==> config.mk <==
export PLATFORM = sky130hd
export DESIGN_NAME = vector_similarity_metric_top
export DESIGN_NICKNAME = d
export VERILOG_FILES = /design/src/rtl/core/vsm_pkg.sv /design/src/rtl/core/vsm_mul.sv /design/src/rtl/core/vsm_sqrt.sv /design/src/rtl/core/vsm_div.sv /design/src/rtl/core/vector_similarity_metric_top.sv
export SDC_FILE = /design/constraint.sdc
export NUM_CORES = 2
export LEC_CHECK = 0
export ABC_AREA = 1
export BUFFER_PORTS_ARGS = -buffer_cell sky130_fd_sc_hd__clkbuf_2
export CORE_AREA = 10 10 376 378
export DETAILED_ROUTE_END_ITERATION = 8
export DIE_AREA = 0 0 386 388
export GPL_ROUTABILITY_DRIVEN = 1
export PLACE_DENSITY_LB_ADDON = 0.15
export SYNTH_ARGS = -nofsm -noshare
export SYNTH_HDL_FRONTEND = slang
export SYNTH_HIERARCHICAL = 1
export SYNTH_SLANG_ARGS = --single-unit
export TNS_END_PERCENT = 10
==> constraint.sdc <==
create_clock -name i_clk -period 18.34 [get_ports i_clk]
set_input_delay 0.917 -clock i_clk [delete_from_list [all_inputs] [get_ports i_clk]]
set_output_delay 0.917 -clock i_clk [all_outputs]
set_load 0.05 [all_outputs]
==> src/rtl/core/vsm_pkg.sv <==
`timescale 1ns / 1ps
// ----------------------------------------------------------------------------
// vsm_pkg : shared constants for the vector similarity metric block
// widths of the element, running sums, root and divider datapaths
// ----------------------------------------------------------------------------
package vsm_pkg;

    localparam int ELEM_WIDTH = 16;     // element bits taken from each field
    localparam int MUL_W      = 23;     // signed operand width of shared multiplier
    localparam int PROD_W     = 2 * MUL_W;
    localparam int DOT_W      = 44;
    localparam int NORM_W     = 43;
    localparam int DIFF_W     = 45;
    localparam int SQ_IN_W    = 48;     // radicand width of the root unit
    localparam int SQ_ROOT_W  = SQ_IN_W / 2;
    localparam int SQ_REM_W   = SQ_ROOT_W + 2;
    localparam int ROOT_W     = 22;     // root of a norm sum
    localparam int DEN_W      = 2 * ROOT_W;
    localparam int NUM_W      = 59;     // |dot| * 2^15 plus half the denominator
    localparam int QUO_W      = 17;
    localparam int COS_W      = 16;
    localparam int DIST_W     = 24;

endpackage

==> src/rtl/core/vsm_mul.sv <==
`timescale 1ns / 1ps
// ----------------------------------------------------------------------------
// vsm_mul : shared signed multiplier
// one registered signed product per cycle, used for all element products
// and for the denominator of the cosine
// ----------------------------------------------------------------------------
module vsm_mul (
    input  logic                                 i_clk,
    input  logic signed [vsm_pkg::MUL_W-1:0]     i_op_a,
    input  logic signed [vsm_pkg::MUL_W-1:0]     i_op_b,
    output logic signed [vsm_pkg::PROD_W-1:0]    o_prod
);

    logic signed [vsm_pkg::PROD_W-1:0] r_prod;

    always_ff @(posedge i_clk) begin
        r_prod <= i_op_a * i_op_b;
    end

    assign o_prod = r_prod;

endmodule

==> src/rtl/core/vsm_sqrt.sv <==
`timescale 1ns / 1ps
// ----------------------------------------------------------------------------
// vsm_sqrt : iterative integer square root
// two radicand bits per cycle, gives floor root and remainder
// ----------------------------------------------------------------------------
module vsm_sqrt (
    input  logic                              i_clk,
    input  logic                              i_rst_n,
    input  logic                              i_start,
    input  logic [vsm_pkg::SQ_IN_W-1:0]       i_x,
    output logic                              o_done,
    output logic [vsm_pkg::SQ_ROOT_W-1:0]     o_root,
    output logic [vsm_pkg::SQ_REM_W-1:0]      o_rem
);

    localparam int CNT_W = $clog2(vsm_pkg::SQ_ROOT_W);

    logic [vsm_pkg::SQ_IN_W-1:0]   r_x;
    logic [vsm_pkg::SQ_REM_W-1:0]  r_rem;
    logic [vsm_pkg::SQ_ROOT_W-1:0] r_root;
    logic [CNT_W-1:0]              r_cnt;
    logic                          r_busy;
    logic                          r_done;

    logic [vsm_pkg::SQ_REM_W-1:0]  rem_sh;
    logic [vsm_pkg::SQ_REM_W-1:0]  trial;
    logic                          take;

    assign rem_sh = {r_rem[vsm_pkg::SQ_REM_W-3:0], r_x[vsm_pkg::SQ_IN_W-1 -: 2]};
    assign trial  = {r_root, 2'b01};
    assign take   = rem_sh >= trial;

    always_ff @(posedge i_clk) begin
        if (!i_rst_n) begin
            r_busy <= 1'b0;
            r_done <= 1'b0;
        end else begin
            r_done <= 1'b0;
            if (i_start) begin
                r_busy <= 1'b1;
            end else if (r_busy && r_cnt == CNT_W'(vsm_pkg::SQ_ROOT_W - 1)) begin
                r_busy <= 1'b0;
                r_done <= 1'b1;
            end
        end
    end

    always_ff @(posedge i_clk) begin
        if (i_start) begin
            r_x    <= i_x;
            r_rem  <= '0;
            r_root <= '0;
            r_cnt  <= '0;
        end else if (r_busy) begin
            r_x   <= {r_x[vsm_pkg::SQ_IN_W-3:0], 2'b00};
            r_cnt <= r_cnt + CNT_W'(1);
            if (take) begin
                r_rem  <= rem_sh - trial;
                r_root <= {r_root[vsm_pkg::SQ_ROOT_W-2:0], 1'b1};
            end else begin
                r_rem  <= rem_sh;
                r_root <= {r_root[vsm_pkg::SQ_ROOT_W-2:0], 1'b0};
            end
        end
    end

    assign o_done = r_done;
    assign o_root = r_root;
    assign o_rem  = r_rem;

endmodule

==> src/rtl/core/vsm_div.sv <==
`timescale 1ns / 1ps
// ----------------------------------------------------------------------------
// vsm_div : iterative restoring divider
// one quotient bit per cycle; quotients past the 17-bit range flag overflow
// ----------------------------------------------------------------------------
module vsm_div (
    input  logic                           i_clk,
    input  logic                           i_rst_n,
    input  logic                           i_start,
    input  logic [vsm_pkg::NUM_W-1:0]      i_num,
    input  logic [vsm_pkg::DEN_W-1:0]      i_den,
    output logic                           o_done,
    output logic [vsm_pkg::QUO_W-1:0]      o_quo,
    output logic                           o_ovf
);

    localparam int CNT_W = $clog2(vsm_pkg::QUO_W);
    localparam int SH_W  = vsm_pkg::DEN_W + vsm_pkg::QUO_W;

    logic [vsm_pkg::NUM_W-1:0] r_rem;
    logic [SH_W-1:0]           r_dsh;
    logic [vsm_pkg::QUO_W-1:0] r_quo;
    logic [CNT_W-1:0]          r_cnt;
    logic                      r_busy;
    logic                      r_done;
    logic                      r_ovf;

    logic [SH_W-1:0]           full_den;
    logic                      ovf_now;
    logic                      take;

    assign full_den = {i_den, {vsm_pkg::QUO_W{1'b0}}};
    assign ovf_now  = full_den <= SH_W'(i_num);
    assign take     = SH_W'(r_rem) >= r_dsh;

    always_ff @(posedge i_clk) begin
        if (!i_rst_n) begin
            r_busy <= 1'b0;
            r_done <= 1'b0;
        end else begin
            r_done <= 1'b0;
            if (i_start) begin
                r_busy <= !ovf_now;
                r_done <= ovf_now;
            end else if (r_busy && r_cnt == CNT_W'(vsm_pkg::QUO_W - 1)) begin
                r_busy <= 1'b0;
                r_done <= 1'b1;
            end
        end
    end

    always_ff @(posedge i_clk) begin
        if (i_start) begin
            r_rem <= i_num;
            r_dsh <= {1'b0, i_den, {(vsm_pkg::QUO_W - 1){1'b0}}};
            r_quo <= '0;
            r_cnt <= '0;
            r_ovf <= ovf_now;
        end else if (r_busy) begin
            r_dsh <= {1'b0, r_dsh[SH_W-1:1]};
            r_cnt <= r_cnt + CNT_W'(1);
            r_quo <= {r_quo[vsm_pkg::QUO_W-2:0], take};
            if (take) begin
                r_rem <= r_rem - r_dsh[vsm_pkg::NUM_W-1:0];
            end
        end
    end

    assign o_done = r_done;
    assign o_quo  = r_quo;
    assign o_ovf  = r_ovf;

endmodule

==> src/rtl/core/vector_similarity_metric_top.sv <==
`timescale 1ns / 1ps
// ----------------------------------------------------------------------------
// vector_similarity_metric_top : cosine similarity / euclidean distance
// accumulates element pairs and gives one result per vector
// ----------------------------------------------------------------------------
// Each element pair runs through the transfer, three passes through the
// one shared 23x23 multiplier (a*b, a*a, b*b) and a final accumulate, with the
// squared difference formed as a*a + b*b - 2ab. A pair marked last adds the
// result phase: distance mode runs one square root, cosine mode runs two
// roots, one multiplier pass for the denominator and a divide; when a norm
// is zero the cosine result is degenerate and no root or divide runs.
// The result sits in an output register, so the next vector can start while it
// waits to be taken. metric_mode is sampled when the last pair finishes.
// ----------------------------------------------------------------------------
module vector_similarity_metric_top (
    input  logic        i_clk,
    input  logic        i_rst_n,
    input  logic        i_cfg_wr_en,
    input  logic        i_cfg_wr_data,     // metric_mode
    input  logic        i_s_axis_tvalid,
    output logic        o_s_axis_tready,
    input  logic [31:0] i_s_axis_tdata,    // elem_a[15:0], elem_b[31:16]
    input  logic        i_s_axis_tlast,    // last_elem
    output logic        o_m_axis_tvalid,
    input  logic        i_m_axis_tready,
    output logic [39:0] o_m_axis_tdata,    // cosine_q15[15:0], distance_q1[39:16]
    output logic        o_m_axis_tuser     // degenerate
);

    typedef enum logic [11:0] {
        S_IDLE = 12'b0000_0000_0001,
        S_MAB  = 12'b0000_0000_0010,
        S_MAA  = 12'b0000_0000_0100,
        S_MBB  = 12'b0000_0000_1000,
        S_ACC  = 12'b0000_0001_0000,
        S_FIN  = 12'b0000_0010_0000,
        S_SQA  = 12'b0000_0100_0000,
        S_SQB  = 12'b0000_1000_0000,
        S_DEN  = 12'b0001_0000_0000,
        S_DENW = 12'b0010_0000_0000,
        S_DIV  = 12'b0100_0000_0000,
        S_DIST = 12'b1000_0000_0000
    } t_state;

    localparam int EW = vsm_pkg::ELEM_WIDTH;
    localparam int MW = vsm_pkg::MUL_W;

    t_state r_state, n_state;

    logic                                r_mode;
    logic signed [EW-1:0]                r_a, r_b;
    logic                                r_last;
    logic signed [vsm_pkg::DOT_W-1:0]    r_dot;
    logic [vsm_pkg::NORM_W-1:0]          r_norm_a, r_norm_b;
    logic [vsm_pkg::DIFF_W-1:0]          r_diff;
    logic signed [31:0]                  r_ab;
    logic [30:0]                         r_aa;
    logic [vsm_pkg::ROOT_W-1:0]          r_ra;

    logic                                r_res_pend;
    logic [vsm_pkg::COS_W-1:0]           r_res_cos;
    logic [vsm_pkg::DIST_W-1:0]          r_res_dist;
    logic                                r_res_degen;

    logic                                r_out_valid;
    logic [vsm_pkg::COS_W-1:0]           r_out_cos;
    logic [vsm_pkg::DIST_W-1:0]          r_out_dist;
    logic                                r_out_degen;

    logic signed [MW-1:0]                mul_a, mul_b;
    logic signed [vsm_pkg::PROD_W-1:0]   prod;

    logic                                sq_start, sq_done;
    logic [vsm_pkg::SQ_IN_W-1:0]         sq_x;
    logic [vsm_pkg::SQ_ROOT_W-1:0]       sq_root;
    logic [vsm_pkg::SQ_REM_W-1:0]        sq_rem;

    logic                                dv_start, dv_done, dv_ovf;
    logic [vsm_pkg::NUM_W-1:0]           dv_num;
    logic [vsm_pkg::DEN_W-1:0]           dv_den;
    logic [vsm_pkg::QUO_W-1:0]           dv_quo;

    logic                                in_xfer, out_free;
    logic signed [vsm_pkg::DOT_W:0]      dot_s;
    logic [vsm_pkg::NORM_W:0]            norm_s;
    logic [vsm_pkg::DIFF_W:0]            diff_s;
    logic signed [33:0]                  dsq;
    logic                                dot_neg;
    logic [vsm_pkg::DOT_W-1:0]           dot_mag;
    logic [vsm_pkg::SQ_ROOT_W:0]         dist_rnd;

    assign in_xfer  = i_s_axis_tvalid && o_s_axis_tready;
    assign out_free = !r_out_valid || i_m_axis_tready;
    assign o_s_axis_tready = (r_state == S_IDLE) && !r_res_pend;

    // shared multiplier operand select
    always_comb begin
        case (r_state)
            S_MAB: begin
                mul_a = MW'(r_a);
                mul_b = MW'(r_b);
            end
            S_MAA: begin
                mul_a = MW'(r_a);
                mul_b = MW'(r_a);
            end
            S_MBB: begin
                mul_a = MW'(r_b);
                mul_b = MW'(r_b);
            end
            S_DEN: begin
                mul_a = MW'({1'b0, r_ra});
                mul_b = MW'({1'b0, sq_root[vsm_pkg::ROOT_W-1:0]});
            end
            default: begin
                mul_a = '0;
                mul_b = '0;
            end
        endcase
    end

    vsm_mul u_mul (
        .i_clk  (i_clk),
        .i_op_a (mul_a),
        .i_op_b (mul_b),
        .o_prod (prod)
    );

    vsm_sqrt u_sqrt (
        .i_clk   (i_clk),
        .i_rst_n (i_rst_n),
        .i_start (sq_start),
        .i_x     (sq_x),
        .o_done  (sq_done),
        .o_root  (sq_root),
        .o_rem   (sq_rem)
    );

    vsm_div u_div (
        .i_clk   (i_clk),
        .i_rst_n (i_rst_n),
        .i_start (dv_start),
        .i_num   (dv_num),
        .i_den   (dv_den),
        .o_done  (dv_done),
        .o_quo   (dv_quo),
        .o_ovf   (dv_ovf)
    );

    // saturating accumulation terms
    assign dot_s  = {r_dot[vsm_pkg::DOT_W-1], r_dot}
                  + (vsm_pkg::DOT_W + 1)'(signed'(prod[31:0]));
    assign norm_s = {1'b0, (r_state == S_MBB) ? r_norm_a : r_norm_b}
                  + (vsm_pkg::NORM_W + 1)'(prod[30:0]);
    // (a-b)^2 = a^2 + b^2 - 2ab, exact
    assign dsq    = 34'(signed'({1'b0, r_aa})) + 34'(signed'({1'b0, prod[30:0]}))
                  - 34'(signed'({r_ab, 1'b0}));
    assign diff_s = {1'b0, r_diff} + (vsm_pkg::DIFF_W + 1)'(dsq[32:0]);

    assign dot_neg = r_dot[vsm_pkg::DOT_W-1];
    assign dot_mag = dot_neg ? vsm_pkg::DOT_W'(-r_dot) : vsm_pkg::DOT_W'(r_dot);
    assign dist_rnd = {1'b0, sq_root}
                    + (vsm_pkg::SQ_ROOT_W + 1)'(sq_rem > {2'b00, sq_root});

    assign dv_den = prod[vsm_pkg::DEN_W-1:0];
    assign dv_num = {dot_mag, 15'b0} + vsm_pkg::NUM_W'(dv_den[vsm_pkg::DEN_W-1:1]);

    always_comb begin
        n_state  = r_state;
        sq_start = 1'b0;
        sq_x     = '0;
        dv_start = 1'b0;
        case (r_state)
            S_IDLE: begin
                if (in_xfer) begin
                    n_state = S_MAB;
                end
            end
            S_MAB: n_state = S_MAA;
            S_MAA: n_state = S_MBB;
            S_MBB: n_state = S_ACC;
            S_ACC: n_state = r_last ? S_FIN : S_IDLE;
            S_FIN: begin
                if (r_mode) begin
                    sq_start = 1'b1;
                    sq_x     = {1'b0, r_diff, 2'b00};
                    n_state  = S_DIST;
                end else if (r_norm_a == '0 || r_norm_b == '0) begin
                    n_state = S_IDLE;
                end else begin
                    sq_start = 1'b1;
                    sq_x     = vsm_pkg::SQ_IN_W'(r_norm_a);
                    n_state  = S_SQA;
                end
            end
            S_SQA: begin
                if (sq_done) begin
                    sq_start = 1'b1;
                    sq_x     = vsm_pkg::SQ_IN_W'(r_norm_b);
                    n_state  = S_SQB;
                end
            end
            S_SQB: begin
                if (sq_done) begin
                    n_state = S_DEN;
                end
            end
            S_DEN: n_state = S_DENW;
            S_DENW: begin
                dv_start = 1'b1;
                n_state  = S_DIV;
            end
            S_DIV: begin
                if (dv_done) begin
                    n_state = S_IDLE;
                end
            end
            S_DIST: begin
                if (sq_done) begin
                    n_state = S_IDLE;
                end
            end
            default: n_state = S_IDLE;
        endcase
    end

    always_ff @(posedge i_clk) begin
        if (!i_rst_n) begin
            r_state     <= S_IDLE;
            r_mode      <= 1'b0;
            r_dot       <= '0;
            r_norm_a    <= '0;
            r_norm_b    <= '0;
            r_diff      <= '0;
            r_res_pend  <= 1'b0;
            r_out_valid <= 1'b0;
        end else begin
            r_state <= n_state;
            if (i_cfg_wr_en) begin
                r_mode <= i_cfg_wr_data;
            end

            case (r_state)
                S_MAA: begin
                    if (dot_s > (vsm_pkg::DOT_W + 1)'(signed'({2'b00, {(vsm_pkg::DOT_W - 1){1'b1}}}))) begin
                        r_dot <= {1'b0, {(vsm_pkg::DOT_W - 1){1'b1}}};
                    end else if (dot_s < (vsm_pkg::DOT_W + 1)'(signed'({2'b11, {(vsm_pkg::DOT_W - 1){1'b0}}}))) begin
                        r_dot <= {1'b1, {(vsm_pkg::DOT_W - 1){1'b0}}};
                    end else begin
                        r_dot <= dot_s[vsm_pkg::DOT_W-1:0];
                    end
                end
                S_MBB: begin
                    r_norm_a <= norm_s[vsm_pkg::NORM_W] ? '1 : norm_s[vsm_pkg::NORM_W-1:0];
                end
                S_ACC: begin
                    r_norm_b <= norm_s[vsm_pkg::NORM_W] ? '1 : norm_s[vsm_pkg::NORM_W-1:0];
                    r_diff   <= diff_s[vsm_pkg::DIFF_W] ? '1 : diff_s[vsm_pkg::DIFF_W-1:0];
                end
                default: ;
            endcase

            // result is staged and the sums are cleared for the next vector
            if ((r_state == S_FIN && !r_mode && (r_norm_a == '0 || r_norm_b == '0))
                || (r_state == S_DIV && dv_done) || (r_state == S_DIST && sq_done)) begin
                r_res_pend <= 1'b1;
                r_dot      <= '0;
                r_norm_a   <= '0;
                r_norm_b   <= '0;
                r_diff     <= '0;
            end else if (r_res_pend && out_free) begin
                r_res_pend <= 1'b0;
            end

            if (r_res_pend && out_free) begin
                r_out_valid <= 1'b1;
            end else if (i_m_axis_tready) begin
                r_out_valid <= 1'b0;
            end
        end
    end

    always_ff @(posedge i_clk) begin
        if (in_xfer) begin
            r_a    <= i_s_axis_tdata[EW-1:0];
            r_b    <= i_s_axis_tdata[16+EW-1:16];
            r_last <= i_s_axis_tlast;
        end
        if (r_state == S_MAA) begin
            r_ab <= prod[31:0];
        end
        if (r_state == S_MBB) begin
            r_aa <= prod[30:0];
        end
        if (r_state == S_SQA && sq_done) begin
            r_ra <= sq_root[vsm_pkg::ROOT_W-1:0];
        end

        if (r_state == S_FIN) begin
            r_res_cos   <= '0;
            r_res_dist  <= '0;
            r_res_degen <= !r_mode;
        end
        if (r_state == S_DIST && sq_done) begin
            r_res_cos   <= '0;
            r_res_degen <= 1'b0;
            r_res_dist  <= dist_rnd[vsm_pkg::SQ_ROOT_W] ? '1 : dist_rnd[vsm_pkg::DIST_W-1:0];
        end
        if (r_state == S_DIV && dv_done) begin
            r_res_dist  <= '0;
            r_res_degen <= 1'b0;
            if (dot_neg) begin
                r_res_cos <= (dv_ovf || dv_quo > 17'd32768) ? 16'h8000 : 16'(-dv_quo);
            end else begin
                r_res_cos <= (dv_ovf || dv_quo > 17'd32767) ? 16'h7fff : dv_quo[15:0];
            end
        end

        if (r_res_pend && out_free) begin
            r_out_cos   <= r_res_cos;
            r_out_dist  <= r_res_dist;
            r_out_degen <= r_res_degen;
        end
    end

    assign o_m_axis_tvalid = r_out_valid;
    assign o_m_axis_tdata  = {r_out_dist, r_out_cos};
    assign o_m_axis_tuser  = r_out_degen;

    a_busy_after_xfer : assert property (@(posedge i_clk) disable iff (!i_rst_n)
        in_xfer |=> !o_s_axis_tready)
        else $error("input ready while an element is in work");

    a_sums_cleared : assert property (@(posedge i_clk) disable iff (!i_rst_n)
        $rose(r_res_pend) |-> (r_norm_a == '0 && r_norm_b == '0 && r_diff == '0))
        else $error("running sums not cleared after a result");

    a_degen_no_dist : assert property (@(posedge i_clk) disable iff (!i_rst_n)
        (o_m_axis_tvalid && o_m_axis_tuser) |-> (o_m_axis_tdata == '0))
        else $error("degenerate result carries data");

    a_dist_no_cos : assert property (@(posedge i_clk) disable iff (!i_rst_n)
        (o_m_axis_tvalid && o_m_axis_tdata[39:16] != '0) |-> (o_m_axis_tdata[15:0] == '0))
        else $error("distance result with nonzero cosine");

endmodule

# After elaboration in Yosys (flattened, before gate mapping)
# Cells that the tools add are included.
classes:
  eq_ne: 19
  shift: 0
  n_lt_le_gt_ge: 8
  addsub: 13
  n_mul: 1
  n_div: 0
  muxes: 55
  bitwise_logic: 1
  n_reduce_logical: 38
ops:
  columns: ["op", "count"]
  rows:
  - ["59-bit two-way mux", 3]
  - ["43-bit two-way mux", 4]
  - ["12-bit one-hot mux with 12 select lines", 1]
  - ["23-bit one-hot mux with 3 select lines", 2]
  - ["44-bit two-way mux", 3]
  - ["60-bit two-way mux", 2]
  - ["16-bit two-way mux", 6]
  - ["48-bit two-way mux", 2]
  - ["47-bit one-hot mux with 2 select lines", 1]
  - ["43-bit logical NOT", 2]
  - ["12-bit two-way mux", 6]
  - ["24-bit two-way mux", 3]
  - ["61-bit by 59-bit <= comparator with 1-bit output", 1]
  - ["59-bit by 60-bit greater-or-equal comparator with 1-bit output", 1]
  - ["59-bit by 43-bit adder with 59-bit output", 1]
  - ["59-bit subtractor", 1]
  - ["47-bit two-way mux", 1]
  - ["45-bit by 33-bit adder with 46-bit output", 1]
  - ["44-bit by 32-bit adder with 45-bit output", 1]
  - ["45-bit by 44-bit > comparator with 1-bit output, second input constant", 1]
  - ["45-bit by 44-bit less-than comparator with 1-bit output, second input constant", 1]
  - ["45-bit two-way mux", 1]
  - ["43-bit by 31-bit adder with 44-bit output", 1]
  - ["23-bit by 23-bit multiplier with 44-bit output", 1]
  - ["other kinds (40)", 88]
word_totals:
  latch_bits: 0
  out_inout_bits: 43
  mem_count: 0
  romBits: 0
  ramBits: 0
  elab_cells: 170
  register_bits: 683

# Depth between registers and ports, before layout
depth:
  depth_word: 6
  mapped_depth: 39

# By module
# Netlist, hierarchy kept.
by_module_without_submodules:
  columns: ["mod", "cells_each", "seq_area_each_um2", "area_per_inst_um2", "n_inst"]
  rows:
  - ["vector_similarity_metric_top", 4719, 9559.2, 31975.7, 1]
  - ["vsm_mul", 2933, 920.9, 22562.9, 1]
  - ["vsm_div", 1929, 3923.8, 12380.6, 1]
  - ["vsm_sqrt", 923, 2582.5, 6282.3, 1]

# Worst setup path before layout
# No wires, ideal clock.
synth_timing:
  path_type: "register -> register"
  startpoint: "reg r_state[9]"
  endpoint: "reg u_mul/o_prod[45] (netlist name)"
  synth_period_minus_slack_ps: 8340
  slack_ps: 10000
  setup_ps: 112
  required_time_ps: 18228
  n_path_buf: 3
  stages_incl_launch_ff: 37
  t_arrival_ps: 8227
  cell_sequence: "dfxtp_1 -> nor2_2 -> nand2_1 -> nor2_4 -> and2_1 -> clkbuf_1 -> clkbuf_1 -> nand2_1 -> o221ai_1 -> clkbuf_1 -> nand2_1 -> inv_1 -> fa_1 -> inv_1 -> fa_1 -> fa_1 -> inv_1 -> fa_1 -> inv_1 -> fa_1 -> inv_1 -> fa_1 -> inv_1 -> fa_1 -> inv_1 -> ha_1 -> nand2_1 -> inv_1 -> nand2_1 -> nor3_1 -> nand2_1 -> nor2_1 -> nand2_1 -> inv_1 -> nor2_1 -> nand2_1 -> nand2_1"
synth_rtl:
  columns: ["item", "line_no", "text"]
  rows:
  - ["start: declaration", "vector_similarity_metric_top.sv:48", "t_state r_state, n_state;"]
  - ["start signal: assignment", "vector_similarity_metric_top.sv:238", "r_state <= n_state;"]

# Worst setup path after layout
layout_timing:
  startpoint: "reg r_state[3]"
  endpoint: "reg u_mul.r_prod (netlist bit u_mul/o_prod[41])"
layout_via:
  elab_chain_len: 4
layout_rtl:
  columns: ["item", "line_no", "text"]
  rows:
  - ["12-bit by 4-bit == test with 1-bit output or 12-bit by 2-bit == test with 1-bit output (tied branches)", "vector_similarity_metric_top.sv:98", "case (r_state)"]
  - ["2-bit OR reduction (no source line)", null, null]
  - ["23-bit one-hot mux with 3 select lines (*)", "vector_similarity_metric_top.sv:98", null]
  - ["named net mul_b[2]", "vector_similarity_metric_top.sv:70", "logic signed [MW-1:0] mul_a, mul_b;"]
  - ["23-bit by 23-bit multiplier with 44-bit output (*)", "vsm_mul.sv:17", "r_prod <= i_op_a * i_op_b;"]
  - ["end signal: assignment", "vsm_mul.sv:17", null]
  - ["end: declaration", "vsm_mul.sv:14", "logic signed [vsm_pkg::PROD_W-1:0] r_prod;"]
# Mark *: on every way through the listed nets, which the timed path passes. The rest lies on a longest branch.
# A chain may end at the register's enable or synchronous reset.

==> impl_metrics.env <==
export IMPL_run_status="completed"
export IMPL_syn_num_nets=11500
export IMPL_nets=11500
export IMPL_hold_viol=0
export IMPL_root_buffer="clkbuf_16"
export IMPL_design_core_area_sq_mm=0.133
export IMPL_fmaxAchievable_mhz=106
export IMPL_fin_setup_tns_ns=0
export IMPL_startpoint_type="flop"
export IMPL_hpwlAfterDp_mm=189
export IMPL_start_util_pct=54.4
export IMPL_vias=67100
export IMPL_fin_ws_ns=8.95
export IMPL_boundaryPins=82
export IMPL_detailedPlace_worstSlack_ns=8.92
export IMPL_drv_slew=0
export IMPL_p_total_mw=4.41
export IMPL_viasPerCell=5.48
export IMPL_hold_buffers=0
export IMPL_place_area_sq_mm=0.0749
export IMPL_grt_pass1_wl_mm=367
export IMPL_cts_tree="built"
export IMPL_clkSinkCount=683
export IMPL_drc=0
export IMPL_std_cell_rows=134
export IMPL_powerDensity_mw_per_mm2=56.7
export IMPL_end_kind="flop"
export IMPL_finClkSkew_ns=0.0416
export IMPL_h_tree_depth=3
export IMPL_post_cts_buffers=0
export IMPL_power_switching_mw=1.49
export IMPL_cp_common_cell="inv_1"
export IMPL_fin_util_pct=58.3
export IMPL_slowest_delay_ns=0.87
export IMPL_drtIter0Drc=6200
export IMPL_gp_congestion=0.987
export IMPL_p_leak_nw=42.1
export IMPL_dr_pass1_iters=6
export IMPL_cp_required_ns=18.92
export IMPL_finalInstanceArea_sq_mm=0.0777
export IMPL_p_int_mw=2.92
export IMPL_synth_area_sq_mm=0.0725
export IMPL_worstMarginPinSlew_ns=1.23
export IMPL_grt_pass1_vias=65100
export IMPL_power_share_combinational_pct=23.4
export IMPL_die_area_sq_mm=0.150
export IMPL_die_y_um=388
export IMPL_worstSkewPairLatency_ns=0.72
export IMPL_ant_nets=0
export IMPL_routed_wl_mm=238
export IMPL_synth_avg_cell_area_sq_um=6.98
export IMPL_grt_max_degree=80
export IMPL_slowest_stage="fa_1"
export IMPL_hold_path_class="in -> reg"
export IMPL_pwr_share_clk_pct=39.1
export IMPL_critPathKind="reg -> reg"
export IMPL_route_detailed_wl_per_inst_um=19.4
export IMPL_ctsResizeCount=0
export IMPL_dp_cells=12100
export IMPL_critPathArrivalTime_ns=9.98
export IMPL_io_buffers=81
export IMPL_worst_slew_margin_rel_pct=17.9
export IMPL_ir_drop_mv=0.0726
export IMPL_numCtsBuffers=82
export IMPL_rsz0062_at_grt="no"
export IMPL_period_minus_slack_ns=9.40
export IMPL_clkTransAtPathRegs_ns=0.06
export IMPL_clockBufferDepth=3
export IMPL_worst_path_max_fanout=25
export IMPL_antenna_found_initial=5
export IMPL_fin_crit_sh_pct=51.2
export IMPL_nFillCells=12900
export IMPL_grt_usage_pct=31.0
export IMPL_yosys_warnings=6
export IMPL_drive_gt1_share_pct=5.25
export IMPL_p_sw_share_pct=33.8
export IMPL_fp_dieW_um=386
export IMPL_cap_violations=0
export IMPL_whs_ns=0.397
export IMPL_setup_viol=0
export IMPL_overflow=0
export IMPL_seqPwrFrac_pct=37.5
export IMPL_syn_instance_count=10400
export IMPL_final_cells=12200
export IMPL_area_growth_pct=7.16
==> registers in the layout, summed over array words and instances (netlist names), 43 cells and up <==
| register | cells |
|---|---|
| u_div/r_dsh | 60 |
| r_norm_a | 43 |
| u_sqrt/r_x | 48 |
| r_norm_b | 43 |
| r_dot | 44 |
| u_mul/o_prod | 44 |
| r_diff | 45 |
| u_div/r_rem | 59 |
==> final cells by class <==
class	instances	area [sq um]	area share [%]
diodes	2	5.00	0.00644
clock buffers	102	2250	2.90
clock inverters	51	552	0.710
inverters	2180	8190	10.5
multi-input cells	7258	46400	59.7
flip-flops and latches	683	16900	21.8
well taps	1768	2210	2.85
repair buffers	183	1170	1.51
==> layer usage <==
layer	global-route usage (%)	share of wire [%]	vias up
met4	12.5	4.3	2
met2	49.8	45	2644
met1	41.4	42	31700
li1	-	-	32200
met3	4.84	7.7	504
met5	0	0.0042	-
==> worst paths after layout <==
kind         slack, ns               end  depth (start not counted)         startpoint
max               8.95  u_mul/o_prod[41]                         30         r_state[3]
min reg2reg       0.41     r_out_cos[14]                          0      r_res_cos[14]
max reg2reg       8.95  u_mul/o_prod[41]                         30         r_state[3]
min               0.40            r_a[4]                          1  i_s_axis_tdata[4]
==> power by group through the flow <==
stage / Combinational, mW / Sequential (mW) / Clock (mW)
floorplan: 0.674 / 1.68 / 0
global placement: 1.00 / 1.68 / 0
detailed placement: 1.01 / 1.68 / 0
CTS: 1.01 / 1.65 / 1.75
global route: 1.13 / 1.65 / 1.80
finish: 1.03 / 1.65 / 1.72
==> layout by cell type, fill, tap and decap left out, types with 23 or more instances in the layout <==
cell / instances
a21o_1: 27
a21oi_1: 562
buf_4: 102
clkbuf_16: 86
clkbuf_2: 81
dfxtp_1: 355
edfxtp_1: 327
fa_1: 564
ha_1: 483
inv_1: 2155
nand2_1: 3142
nand2_2: 43
nand3_1: 385
nand3b_1: 23
nand4_1: 126
nor2_1: 727
nor2_2: 48
nor2_4: 39
nor3_1: 83
nor4_1: 31
o211ai_1: 39
o21ai_0: 321
o21bai_1: 47
o221ai_1: 32
o22ai_1: 56
xnor2_1: 84
xor2_1: 195
==> worst max-delay path: cells and delay by family (launching register included) <==
kind | cells | cell delay (ns)
compound gates | 4 | 0.91
fa+ha+maj | 8 | 4.46
buf+inv | 9 | 1.88
flops | 1 | 0.33
simple gates | 9 | 1.66
No activity file was read; power rests on OpenSTA's default activity.
